## src/design/lned_pkg.sv

```systemverilog
// Shared types, constants and microprogram table of the terminal line editor.
`default_nettype none

package lned_pkg;

   // Default line store depth
   localparam int LINE_SIZE_DEF = 32;

   // Microprogram counter width and configuration port sizes
   localparam int PC_W       = 5;
   localparam int CSR_IDX_W  = 1;
   localparam int CSR_DATA_W = 1;

   // Register indexes of the configuration port
   localparam logic [CSR_IDX_W-1:0] CSR_RAW_MODE    = 1'd0;
   localparam logic [CSR_IDX_W-1:0] CSR_REMOTE_ECHO = 1'd1;

   // Character codes
   localparam logic [6:0] KEY_BS     = 7'd8;
   localparam logic [6:0] KEY_LF     = 7'd10;
   localparam logic [6:0] KEY_CR     = 7'd13;
   localparam logic [6:0] KEY_CTRL_R = 7'd18;
   localparam logic [6:0] KEY_CTRL_U = 7'd21;
   localparam logic [6:0] KEY_DEL    = 7'h7f;
   localparam logic [7:0] CHR_BS     = 8'h08;
   localparam logic [7:0] CHR_LF     = 8'h0a;
   localparam logic [7:0] CHR_CR     = 8'h0d;
   localparam logic [7:0] CHR_SPACE  = 8'h20;
   localparam logic [7:0] CHR_CARET  = 8'h5e;
   localparam logic [7:0] CHR_U      = 8'h55;
   localparam logic [7:0] CHR_R      = 8'h52;

   // Microprogram step addresses
   localparam logic [PC_W-1:0] STEP_IDLE  = 5'd0;
   localparam logic [PC_W-1:0] STEP_RAW   = 5'd1;
   localparam logic [PC_W-1:0] STEP_KILL  = 5'd2;
   localparam logic [PC_W-1:0] STEP_KILL1 = 5'd3;
   localparam logic [PC_W-1:0] STEP_KILL2 = 5'd4;
   localparam logic [PC_W-1:0] STEP_KILL3 = 5'd5;
   localparam logic [PC_W-1:0] STEP_RTYP  = 5'd6;
   localparam logic [PC_W-1:0] STEP_RTYP1 = 5'd7;
   localparam logic [PC_W-1:0] STEP_RTYP2 = 5'd8;
   localparam logic [PC_W-1:0] STEP_RTYP3 = 5'd9;
   localparam logic [PC_W-1:0] STEP_RRD   = 5'd10;
   localparam logic [PC_W-1:0] STEP_REMIT = 5'd11;
   localparam logic [PC_W-1:0] STEP_ERS   = 5'd12;
   localparam logic [PC_W-1:0] STEP_ERS1  = 5'd13;
   localparam logic [PC_W-1:0] STEP_ERS2  = 5'd14;
   localparam logic [PC_W-1:0] STEP_NL    = 5'd15;
   localparam logic [PC_W-1:0] STEP_NL1   = 5'd16;
   localparam logic [PC_W-1:0] STEP_OTHER = 5'd17;
   localparam logic [PC_W-1:0] STEP_STORE = 5'd18;
   localparam logic [PC_W-1:0] STEP_FRD   = 5'd19;
   localparam logic [PC_W-1:0] STEP_FEMIT = 5'd20;
   localparam logic [PC_W-1:0] STEP_FCLR  = 5'd21;
   localparam logic [PC_W-1:0] STEP_FIN   = 5'd22;

   // Control word field codes
   typedef enum logic [1:0] {
      JMP_NEXT,
      JMP_GOTO,
      JMP_COND,
      JMP_DISPATCH
   } jmp_type;

   typedef enum logic [1:0] {
      COND_NONE,
      COND_IDX_EQ_LEN,
      COND_RDATA_NZ,
      COND_NO_FLUSH
   } cond_type;

   typedef enum logic {
      GATE_ALWAYS,
      GATE_TAKEN
   } gate_type;

   typedef enum logic [1:0] {
      SRC_LIT,
      SRC_CHAR,
      SRC_RDATA
   } src_type;

   typedef enum logic [1:0] {
      LEN_KEEP,
      LEN_CLEAR,
      LEN_INC,
      LEN_DEC
   } len_op_type;

   typedef enum logic [1:0] {
      IDX_KEEP,
      IDX_CLEAR,
      IDX_INC
   } idx_op_type;

   // One microprogram word
   typedef struct packed {
      jmp_type          jmp;
      cond_type         cond;
      gate_type         gate;
      logic [PC_W-1:0]  target;
      logic             emit;
      src_type          src;
      logic             sess;
      logic [7:0]       lit;
      len_op_type       len_op;
      idx_op_type       idx_op;
      logic             mem_wr;
      logic             fin;
   } uword_type;

   // Datapath controls for the current cycle
   typedef struct packed {
      logic             load_char;
      logic             emit;
      src_type          src;
      logic             sess;
      logic [7:0]       lit;
      len_op_type       len_op;
      idx_op_type       idx_op;
      logic             mem_wr;
      logic             fin;
   } ctl_type;

   // Datapath flags seen by the sequencer
   typedef struct packed {
      logic idx_eq_len;
      logic rdata_nz;
      logic no_flush;
      logic line_empty;
      logic raw_mode;
      logic remote_echo;
   } status_type;

   localparam uword_type UW_NOP = '{
      jmp:    JMP_NEXT,
      cond:   COND_NONE,
      gate:   GATE_ALWAYS,
      target: STEP_IDLE,
      emit:   1'b0,
      src:    SRC_LIT,
      sess:   1'b0,
      lit:    8'h00,
      len_op: LEN_KEEP,
      idx_op: IDX_KEEP,
      mem_wr: 1'b0,
      fin:    1'b0
   };

   // Microprogram table
   function automatic uword_type ucode_word(input logic [PC_W-1:0] step);
      uword_type w;
      w = UW_NOP;
      case (step)
         STEP_IDLE: begin
            w.jmp = JMP_DISPATCH;
         end
         STEP_RAW: begin
            w.emit = 1'b1; w.src = SRC_CHAR; w.sess = 1'b1;
            w.jmp = JMP_GOTO; w.target = STEP_FIN;
         end
         // kill line: ^U CR LF
         STEP_KILL: begin
            w.emit = 1'b1; w.lit = CHR_CARET;
         end
         STEP_KILL1: begin
            w.emit = 1'b1; w.lit = CHR_U;
         end
         STEP_KILL2: begin
            w.emit = 1'b1; w.lit = CHR_CR;
         end
         STEP_KILL3: begin
            w.emit = 1'b1; w.lit = CHR_LF; w.len_op = LEN_CLEAR;
            w.jmp = JMP_GOTO; w.target = STEP_FIN;
         end
         // retype line: ^R CR LF, then the stored bytes
         STEP_RTYP: begin
            w.emit = 1'b1; w.lit = CHR_CARET;
         end
         STEP_RTYP1: begin
            w.emit = 1'b1; w.lit = CHR_R;
         end
         STEP_RTYP2: begin
            w.emit = 1'b1; w.lit = CHR_CR;
         end
         STEP_RTYP3: begin
            w.emit = 1'b1; w.lit = CHR_LF; w.idx_op = IDX_CLEAR;
         end
         STEP_RRD: begin
            w.jmp = JMP_COND; w.cond = COND_IDX_EQ_LEN; w.target = STEP_FIN;
         end
         STEP_REMIT: begin
            w.emit = 1'b1; w.src = SRC_RDATA; w.idx_op = IDX_INC;
            w.jmp = JMP_GOTO; w.target = STEP_RRD;
         end
         // erase: BS SP BS
         STEP_ERS: begin
            w.emit = 1'b1; w.lit = CHR_BS; w.len_op = LEN_DEC;
         end
         STEP_ERS1: begin
            w.emit = 1'b1; w.lit = CHR_SPACE;
         end
         STEP_ERS2: begin
            w.emit = 1'b1; w.lit = CHR_BS;
            w.jmp = JMP_GOTO; w.target = STEP_FIN;
         end
         // end of line: CR LF, then store LF
         STEP_NL: begin
            w.emit = 1'b1; w.lit = CHR_CR;
         end
         STEP_NL1: begin
            w.emit = 1'b1; w.lit = CHR_LF;
            w.jmp = JMP_GOTO; w.target = STEP_STORE;
         end
         STEP_OTHER: begin
            w.emit = 1'b1; w.src = SRC_CHAR;
         end
         // append to line; fall into flush when due
         STEP_STORE: begin
            w.mem_wr = 1'b1; w.len_op = LEN_INC; w.idx_op = IDX_CLEAR;
            w.jmp = JMP_COND; w.cond = COND_NO_FLUSH; w.target = STEP_FIN;
         end
         STEP_FRD: begin
            w.jmp = JMP_COND; w.cond = COND_IDX_EQ_LEN; w.target = STEP_FCLR;
         end
         STEP_FEMIT: begin
            w.emit = 1'b1; w.src = SRC_RDATA; w.sess = 1'b1; w.idx_op = IDX_INC;
            w.gate = GATE_TAKEN;
            w.jmp = JMP_COND; w.cond = COND_RDATA_NZ; w.target = STEP_FRD;
         end
         STEP_FCLR: begin
            w.len_op = LEN_CLEAR;
            w.jmp = JMP_GOTO; w.target = STEP_FIN;
         end
         STEP_FIN: begin
            w.fin = 1'b1;
            w.jmp = JMP_GOTO; w.target = STEP_IDLE;
         end
         default: begin
            w.jmp = JMP_GOTO; w.target = STEP_IDLE;
         end
      endcase
      return w;
   endfunction

   // Entry step for a received byte
   function automatic logic [PC_W-1:0] dispatch_step(input logic [7:0] rx,
                                                     input logic raw,
                                                     input logic remote,
                                                     input logic empty);
      logic [PC_W-1:0] s;
      s = STEP_OTHER;
      if (raw) begin
         s = STEP_RAW;
      end else if (remote) begin
         s = STEP_STORE;
      end else begin
         case (rx[6:0])
            KEY_CTRL_U: s = empty ? STEP_FIN : STEP_KILL;
            KEY_CTRL_R: s = empty ? STEP_FIN : STEP_RTYP;
            KEY_DEL,
            KEY_BS:     s = empty ? STEP_FIN : STEP_ERS;
            KEY_CR,
            KEY_LF:     s = STEP_NL;
            default:    s = STEP_OTHER;
         endcase
      end
      return s;
   endfunction

endpackage

`default_nettype wire

```

## src/design/lned_sequencer.sv

```systemverilog
// Microprogram sequencer: step counter, control table lookup and jumps.
`default_nettype none

module lned_sequencer (
   input  wire logic                clock,
   input  wire logic                reset,
   input  wire logic                req_valid,
   output logic                     req_ready,
   input  wire logic [7:0]          req_rx_byte,
   input  wire lned_pkg::status_type status,
   input  wire logic                stall,
   output lned_pkg::ctl_type        ctl
);
   import lned_pkg::*;

   logic [PC_W-1:0] pc_ff, pc_in;
   uword_type       uw;
   logic            cond_true;
   logic            taken;
   logic            act;

   assign uw = ucode_word(pc_ff);

   // Jump condition
   always_comb begin
      case (uw.cond)
         COND_IDX_EQ_LEN: cond_true = status.idx_eq_len;
         COND_RDATA_NZ:   cond_true = status.rdata_nz;
         COND_NO_FLUSH:   cond_true = status.no_flush;
         default:         cond_true = 1'b0;
      endcase
   end

   always_comb begin
      case (uw.jmp)
         JMP_GOTO:     taken = 1'b1;
         JMP_COND:     taken = cond_true;
         JMP_DISPATCH: taken = req_valid;
         default:      taken = 1'b0;
      endcase
   end

   assign act       = (uw.gate == GATE_ALWAYS) || taken;
   assign req_ready = (uw.jmp == JMP_DISPATCH);

   // Next step
   always_comb begin
      pc_in = pc_ff;
      if (!stall) begin
         case (uw.jmp)
            JMP_NEXT:     pc_in = pc_ff + PC_W'(1);
            JMP_GOTO:     pc_in = uw.target;
            JMP_COND:     pc_in = taken ? uw.target : pc_ff + PC_W'(1);
            JMP_DISPATCH: pc_in = req_valid ? dispatch_step(req_rx_byte, status.raw_mode,
                                                            status.remote_echo,
                                                            status.line_empty)
                                            : pc_ff;
            default:      pc_in = STEP_IDLE;
         endcase
      end
   end

   always_ff @(posedge clock) begin
      if (reset) begin
         pc_ff <= STEP_IDLE;
      end else begin
         pc_ff <= pc_in;
      end
   end

   // Gated datapath controls
   always_comb begin
      ctl.load_char = req_ready && req_valid;
      ctl.emit      = uw.emit && act;
      ctl.src       = uw.src;
      ctl.sess      = uw.sess;
      ctl.lit       = uw.lit;
      ctl.len_op    = act ? uw.len_op : LEN_KEEP;
      ctl.idx_op    = act ? uw.idx_op : IDX_KEEP;
      ctl.mem_wr    = uw.mem_wr && act;
      ctl.fin       = uw.fin && act;
   end

endmodule

`default_nettype wire

```

## src/design/lned_datapath.sv

```systemverilog
// Datapath: config, line store, counters, held result and output register.
`default_nettype none

module lned_datapath #(
   parameter int LINE_SIZE = lned_pkg::LINE_SIZE_DEF
) (
   input  wire logic                          clock,
   input  wire logic                          reset,
   input  wire logic                          csr_we,
   input  wire logic [lned_pkg::CSR_IDX_W-1:0]  csr_index,
   input  wire logic [lned_pkg::CSR_DATA_W-1:0] csr_wdata,
   input  wire logic [7:0]                    req_rx_byte,
   input  wire lned_pkg::ctl_type             ctl,
   output lned_pkg::status_type               status,
   output logic                               stall,
   output logic                               rsp_valid,
   input  wire logic                          rsp_ready,
   output logic [7:0]                         rsp_out_byte,
   output logic                               rsp_to_session,
   output logic                               rsp_last_of_run
);
   import lned_pkg::*;

   localparam int LEN_W = $clog2(LINE_SIZE);

   logic             raw_ff, remote_ff;
   logic [7:0]       char_ff, char_in;
   logic [LEN_W-1:0] len_ff, len_in;
   logic [LEN_W-1:0] idx_ff, idx_in;
   logic [6:0]       rdata_ff;
   logic [6:0]       line_mem [LINE_SIZE];
   logic [7:0]       held_byte_ff;
   logic             held_sess_ff;
   logic             held_vld_ff;
   logic             rsp_vld_ff;
   logic [7:0]       rsp_byte_ff;
   logic             rsp_sess_ff;
   logic             rsp_last_ff;
   logic [7:0]       emit_byte;
   logic             out_free;
   logic             push;

   // Configuration writes
   always_ff @(posedge clock) begin
      if (reset) begin
         raw_ff    <= 1'b0;
         remote_ff <= 1'b0;
      end else if (csr_we) begin
         case (csr_index)
            CSR_RAW_MODE:    raw_ff    <= csr_wdata[0];
            CSR_REMOTE_ECHO: remote_ff <= csr_wdata[0];
            default: ;
         endcase
      end
   end

   // Received byte: masked to 7 bits unless raw; CR folded to LF with local editing only
   always_comb begin
      if (raw_ff) begin
         char_in = req_rx_byte;
      end else if (!remote_ff && (req_rx_byte[6:0] == KEY_CR)) begin
         char_in = CHR_LF;
      end else begin
         char_in = {1'b0, req_rx_byte[6:0]};
      end
   end

   always_ff @(posedge clock) begin
      if (ctl.load_char) begin
         char_ff <= char_in;
      end
   end

   // Result source
   always_comb begin
      case (ctl.src)
         SRC_CHAR:  emit_byte = char_ff;
         SRC_RDATA: emit_byte = {1'b0, rdata_ff};
         default:   emit_byte = ctl.lit;
      endcase
   end

   // A new result pushes the held one out; the last one waits for the final step
   assign out_free = !rsp_vld_ff || rsp_ready;
   assign push     = (ctl.emit || ctl.fin) && held_vld_ff;
   assign stall    = push && !out_free;

   // Line length and index counters
   always_comb begin
      len_in = len_ff;
      if (!stall) begin
         case (ctl.len_op)
            LEN_CLEAR: len_in = '0;
            LEN_INC:   len_in = len_ff + LEN_W'(1);
            LEN_DEC:   len_in = len_ff - LEN_W'(1);
            default:   len_in = len_ff;
         endcase
      end
   end

   always_comb begin
      idx_in = idx_ff;
      if (!stall) begin
         case (ctl.idx_op)
            IDX_CLEAR: idx_in = '0;
            IDX_INC:   idx_in = idx_ff + LEN_W'(1);
            default:   idx_in = idx_ff;
         endcase
      end
   end

   always_ff @(posedge clock) begin
      if (reset) begin
         len_ff <= '0;
         idx_ff <= '0;
      end else begin
         len_ff <= len_in;
         idx_ff <= idx_in;
      end
   end

   // Line store: write at the line end, registered read at the index
   always_ff @(posedge clock) begin
      if (ctl.mem_wr && !stall) begin
         line_mem[len_ff] <= char_ff[6:0];
      end
      rdata_ff <= line_mem[idx_ff];
   end

   // Held result
   always_ff @(posedge clock) begin
      if (reset) begin
         held_vld_ff <= 1'b0;
      end else if (!stall) begin
         if (ctl.emit) begin
            held_vld_ff <= 1'b1;
         end else if (ctl.fin) begin
            held_vld_ff <= 1'b0;
         end
      end
   end

   always_ff @(posedge clock) begin
      if (ctl.emit && !stall) begin
         held_byte_ff <= emit_byte;
         held_sess_ff <= ctl.sess;
      end
   end

   // Output register
   always_ff @(posedge clock) begin
      if (reset) begin
         rsp_vld_ff <= 1'b0;
      end else if (push && !stall) begin
         rsp_vld_ff <= 1'b1;
      end else if (rsp_ready) begin
         rsp_vld_ff <= 1'b0;
      end
   end

   always_ff @(posedge clock) begin
      if (push && !stall) begin
         rsp_byte_ff <= held_byte_ff;
         rsp_sess_ff <= held_sess_ff;
         rsp_last_ff <= ctl.fin;
      end
   end

   assign rsp_valid       = rsp_vld_ff;
   assign rsp_out_byte    = rsp_byte_ff;
   assign rsp_to_session  = rsp_sess_ff;
   assign rsp_last_of_run = rsp_last_ff;

   // Flags for the sequencer
   always_comb begin
      status.idx_eq_len  = (idx_ff == len_ff);
      status.rdata_nz    = (rdata_ff != 7'd0);
      status.no_flush    = (len_ff < LEN_W'(LINE_SIZE - 2)) && !remote_ff &&
                           (char_ff[6:0] != KEY_LF);
      status.line_empty  = (len_ff == '0);
      status.raw_mode    = raw_ff;
      status.remote_echo = remote_ff;
   end

endmodule

`default_nettype wire

```

## src/design/terminal_line_editor.sv

```systemverilog
// Top level of the terminal line editor: sequencer, datapath and checks.
// A request is taken in the idle step; each result is first held, then moved into the output
// register by the next result or by the final step of the run.
// One request at a time: a new request is taken only after the final step of the last one;
// a stalled output holds the sequencer.
// Reset: synchronous, active high; clears config, line length and output valid.
`default_nettype none

module terminal_line_editor #(
   parameter int LINE_SIZE = lned_pkg::LINE_SIZE_DEF
) (
   input  wire logic                            clock,
   input  wire logic                            reset,
   input  wire logic                            csr_we,
   input  wire logic [lned_pkg::CSR_IDX_W-1:0]  csr_index,
   input  wire logic [lned_pkg::CSR_DATA_W-1:0] csr_wdata,
   input  wire logic                            req_valid,
   output logic                                 req_ready,
   input  wire logic [7:0]                      req_rx_byte,
   output logic                                 rsp_valid,
   input  wire logic                            rsp_ready,
   output logic [7:0]                           rsp_out_byte,
   output logic                                 rsp_to_session,
   output logic                                 rsp_last_of_run
);
   import lned_pkg::*;

   ctl_type    ctl;
   status_type status;
   logic       stall;

   lned_sequencer u_seq (
      .clock       (clock),
      .reset       (reset),
      .req_valid   (req_valid),
      .req_ready   (req_ready),
      .req_rx_byte (req_rx_byte),
      .status      (status),
      .stall       (stall),
      .ctl         (ctl)
   );

   lned_datapath #(
      .LINE_SIZE (LINE_SIZE)
   ) u_dp (
      .clock           (clock),
      .reset           (reset),
      .csr_we          (csr_we),
      .csr_index       (csr_index),
      .csr_wdata       (csr_wdata),
      .req_rx_byte     (req_rx_byte),
      .ctl             (ctl),
      .status          (status),
      .stall           (stall),
      .rsp_valid       (rsp_valid),
      .rsp_ready       (rsp_ready),
      .rsp_out_byte    (rsp_out_byte),
      .rsp_to_session  (rsp_to_session),
      .rsp_last_of_run (rsp_last_of_run)
   );

   // The sequencer only waits on a full, unread output register
   a_stall_cause: assert property (@(posedge clock) disable iff (reset)
      stall |-> (rsp_valid && !rsp_ready))
      else $error("sequencer stalled with output register free");

   // Raw bytes never reach the line store
   a_raw_no_store: assert property (@(posedge clock) disable iff (reset)
      ctl.mem_wr |-> !status.raw_mode)
      else $error("line store written in raw mode");

   // A raw request goes straight to the session path
   a_raw_dispatch: assert property (@(posedge clock) disable iff (reset)
      (req_valid && req_ready && status.raw_mode) |=>
         (ctl.emit && ctl.sess && (ctl.src == SRC_CHAR)))
      else $error("raw request not sent to session");

   // The sequencer never stalls while it waits for a request
   a_idle_quiet: assert property (@(posedge clock) disable iff (reset)
      req_ready |-> !stall)
      else $error("stall while waiting for a request");

endmodule

`default_nettype wire
```

## config.mk

```make
export PLATFORM = sky130hd
export DESIGN_NAME = terminal_line_editor
export DESIGN_NICKNAME = d
export VERILOG_FILES = /design/src/design/lned_pkg.sv /design/src/design/lned_sequencer.sv /design/src/design/lned_datapath.sv /design/src/design/terminal_line_editor.sv
export SDC_FILE = /design/constraint.sdc
export NUM_CORES = 1
export LEC_CHECK = 0
export ABC_AREA = 0
export ABC_CLOCK_PERIOD_IN_PS = 3300
export BUFFER_PORTS_ARGS = -buffer_cell sky130_fd_sc_hd__buf_2
export CORE_MARGIN = 2
export CORE_UTILIZATION = 50
export DETAILED_ROUTE_END_ITERATION = 16
export PLACE_DENSITY = 0.78
export SYNTH_ARGS = -nofsm -noshare
export SYNTH_HDL_FRONTEND = slang
export SYNTH_SLANG_ARGS = --single-unit
```

## constraint.sdc

```tcl
create_clock -name clock -period 3.3 [get_ports clock]
set_clock_uncertainty 0.15 [all_clocks]
set_input_delay 0.33 -clock clock [delete_from_list [all_inputs] [get_ports clock]]
set_output_delay 0.33 -clock clock [all_outputs]
set_load 0.02 [all_outputs]
```

==> results by group <==
Clock network
  • Worst-path clk slew: 70 ps
  • Clk Tree Root Cell: clkbuf_16
  • CTS Buf Count: 29
  • Clock buffer depth: 3
  • Clk sinks: 277
  • H-tree levels: 1
  • CTS tree: done
  • Later-pin clock latency in the skew report: 540 ps

Global routing
  • Gr busiest metal: met2
  • Initial antenna violation count: 0
  • Total Routing Usage GR: 20.60%
  • First-pass GRT wire length: 40160 µm
  • Met1 track demand over resource: 28.68%
  • Vias in the first global route: 6806
  • Largest net degree at the start of global routing: 61
  • M2 GR Usage: 33.41%
  • GRT Residual Overflow: 0
  • GR Layer Usage met3: 3.762%

Final layout
  • ANT cells: 0
  • Fillers: 1668
  • Most frequent cells in the layout: edfxtp_1, mux4_2, buf_4
  • Most common cell after layout, fill and taps aside: edfxtp_1
  • Multi-input gate area: 0.003760 mm²
  • Nets@finish: 835
  • Area grow syn2layout: 16.85%
  • Layout cell share with drive strength beyond 1: 29.19%
  • Cell Count, Final, Fillers Out: 1148
  • Sequential Area: 0.008064 mm²

Logic synthesis
  • Area share of and/or/nand/nor cells after synthesis: 8.697%
  • Sequential fraction of the synthesis area: 67.31%
  • Ys async rst share: 0%
  • Area fraction in compound gates after synthesis: 5.299%
  • Post-synthesis cell area: 0.01197 mm²
  • Synth Area in XOR/XNOR: 0.6585%
  • Adder-cell area share of the yosys netlist: 1.422%
  • Largest family of logic cells by synthesized area: multiplexers
  • Count of cell types in the netlist: 72
  • Post-synthesis mux area share: 14.34%
  • Mapped Avg Cell Area: 16.35 µm²
  • Syn_nets: 760
  • Yosys warns: 0
  • Number of synthesized flops with an enable pin: 251
  • Syn Inst Count: 732
  • Top_reg_cell synth: edfxtp_1
  • Flops & latches, synth: 277

STA
  • RSZ-0062 raised after global routing: false
  • Final Setup Violations: 0
  • Fmax: 320.8 MHz
  • Fin. Hold Viols: 0
  • Fin crit period: 3117 ps
  • Slew Viols, Final: 0
  • Setup TNS: 0 ps
  • Final period util: 94.47%
  • Pin slew with the least headroom to its limit: 664.6 ps
  • Relative slew margins: 55.60%

Min path
  • Worst Hold Class: primary input to flop

Die
  • Die span in x: 158.7 µm
  • Die area: 0.02519 mm²
  • Initial Util: 51.00%
  • Die Y: 158.7 µm
  • I/O pin cnt: 27
  • Cell row count: 56
  • Area of the core: 0.02347 mm²

Detailed routing
  • Drt first pass iters: 5
  • Drt drc: 0
  • DRT iter0 DRCs: 771
  • Via count: 6872
  • Final ANT Viol Nets: 0
  • Via density: 5.986
  • DR WL/cell: 22.62 µm
  • WL final: 25970 µm

Worst setup path
  • Worst path arrival time: 3170 ps
  • Worst setup EP type: flop
  • CP Max Fanout: 13
  • Critical path type: flop to flop
  • CP Launch Type: flop
  • Crit path required time: 3350 ps

Place
  • GP Congestion: 0.8927
  • DP Wirelength: 16270 µm
  • Port bufs: 26
  • Placed Cells: 1083

Power and ir drop
  • Pwr/cell area: 673.1 mW/mm²
  • VDD IR max: 0.3793 mV
  • P_leak: 4.520 nW
  • Overall power: 9.415 mW

Flow run
  • Max-cap violations: 0

Status
  • Status: completed
-- worst max-delay path, stage by stage (launching register included) --
cell      delay [ps]
dfxtp_2          370
inv_1             80
ha_1             250
buf_6            170
nor2_2            90
o32ai_2          100
nor4b_4          350
a211oi_2         130
nand2b_4         180
or3_1            340
buf_6            190
nor3_4           370
-- what timing repair did --
action,in CTS,in global routing
hold endpoints to repair,9,0
pin swaps,1,2
setup endpoints to repair,7,162
resized for setup,0,15
buffers inserted,1,0
hold buffers,11,0
-- cell families (layout without fill, tap and decap cells) --
group | count (synthesis) | count (layout)
xor+xnor | 9 | 9
buf+inv | 61 | 158
fa+ha+maj | 13 | 13
mux | 83 | 83
simple gates | 197 | 197
compound gates | 92 | 92
flops | 277 | 277
-- registers in the layout, indices dropped and copies added (netlist names) --
name,flops
u_dp.char_ff,8
u_dp.held_byte_ff,8
u_dp.held_sess_ff,1
u_dp.held_vld_ff,1
u_dp.idx_ff,5
u_dp.len_ff,5
u_dp.line_mem,224
u_dp.raw_ff,1
u_dp.rdata_ff,7
u_dp.remote_ff,1
u_dp.rsp_last_of_run,1
u_dp.rsp_out_byte,8
u_dp.rsp_to_session,1
u_dp.rsp_valid,1
u_seq.pc_ff,5
-- final cells by class --
class | count | share of cell area [%]
clock buffer | 35 | 5.564
clock inverter | 18 | 1.530
inverter | 13 | 0.3489
multi-input combinational | 394 | 26.88
sequential | 277 | 57.65
tap | 319 | 2.854
timing repair buffer | 92 | 5.170
-- routing by layer --
layer	up-vias	wire length (µm)
li1	3071	-
met1	3479	10870
met2	269	12580
met3	53	1742
met4	0	776
met5	-	0
-- cells in the mapped netlist (all sizes together) (8+ instances only) --
cell    count  area, µm²
nand3      17      85.08
ha         12      150.1
mux2        8      90.09
inv        13      48.80
buf        22      125.1
clkbuf     26      97.59
or3         9      56.30
nand2b     12      75.07
nor3       18      100.1
o21ai      18      93.84
nor2       53      201.5
nor2b      14      95.09
nand2      34      127.6
dfxtp      26      520.5
a21oi      24      120.1
mux4       70       1577
edfxtp    251       7537
-- path summary, 6_finish.rpt --
check / slack (ps) / start / to / cells past startpoint
worst max register to register: 180 / u_seq.pc_ff[0]$_SDFFE_PP0P_ / u_dp.line_mem[8][5]$_DFFE_PP_ / 11
worst min register to register: 270 / u_dp.held_byte_ff[1]$_DFFE_PP_ / u_dp.rsp_out_byte[1]$_DFFE_PP_ / 0
worst max-delay path: 180 / u_seq.pc_ff[0]$_SDFFE_PP0P_ / u_dp.line_mem[8][5]$_DFFE_PP_ / 11
worst min-delay path: 30 / req_rx_byte[2] / u_dp.char_ff[2]$_DFFE_PP_ / 2
-- stage by stage --
step | utilization, % | hold slack (ps) | instance area (µm²) | worst slack (ps)
final | 59.59 | 27.45 | 13990 | 182.6
after global routing | 59.59 | 9.933 | 13990 | 35.92
after CTS | 59.34 | 1.433 | 13930 | 4.443
after detailed placement | 54.56 | 255.2 | 12810 | 48.12
after global placement | 54.56 | 250.8 | 12810 | 114.4
after floorplan | - | 250.3 | 12040 | -74.45
-- power by group --
part	internal, mW	total [mW]	switching, mW
registers	4.23	4.32	0.0891
logic	0.639	1.75	1.12
clock network	2.00	3.34	1.34
(Power assumes the default switching activity.)
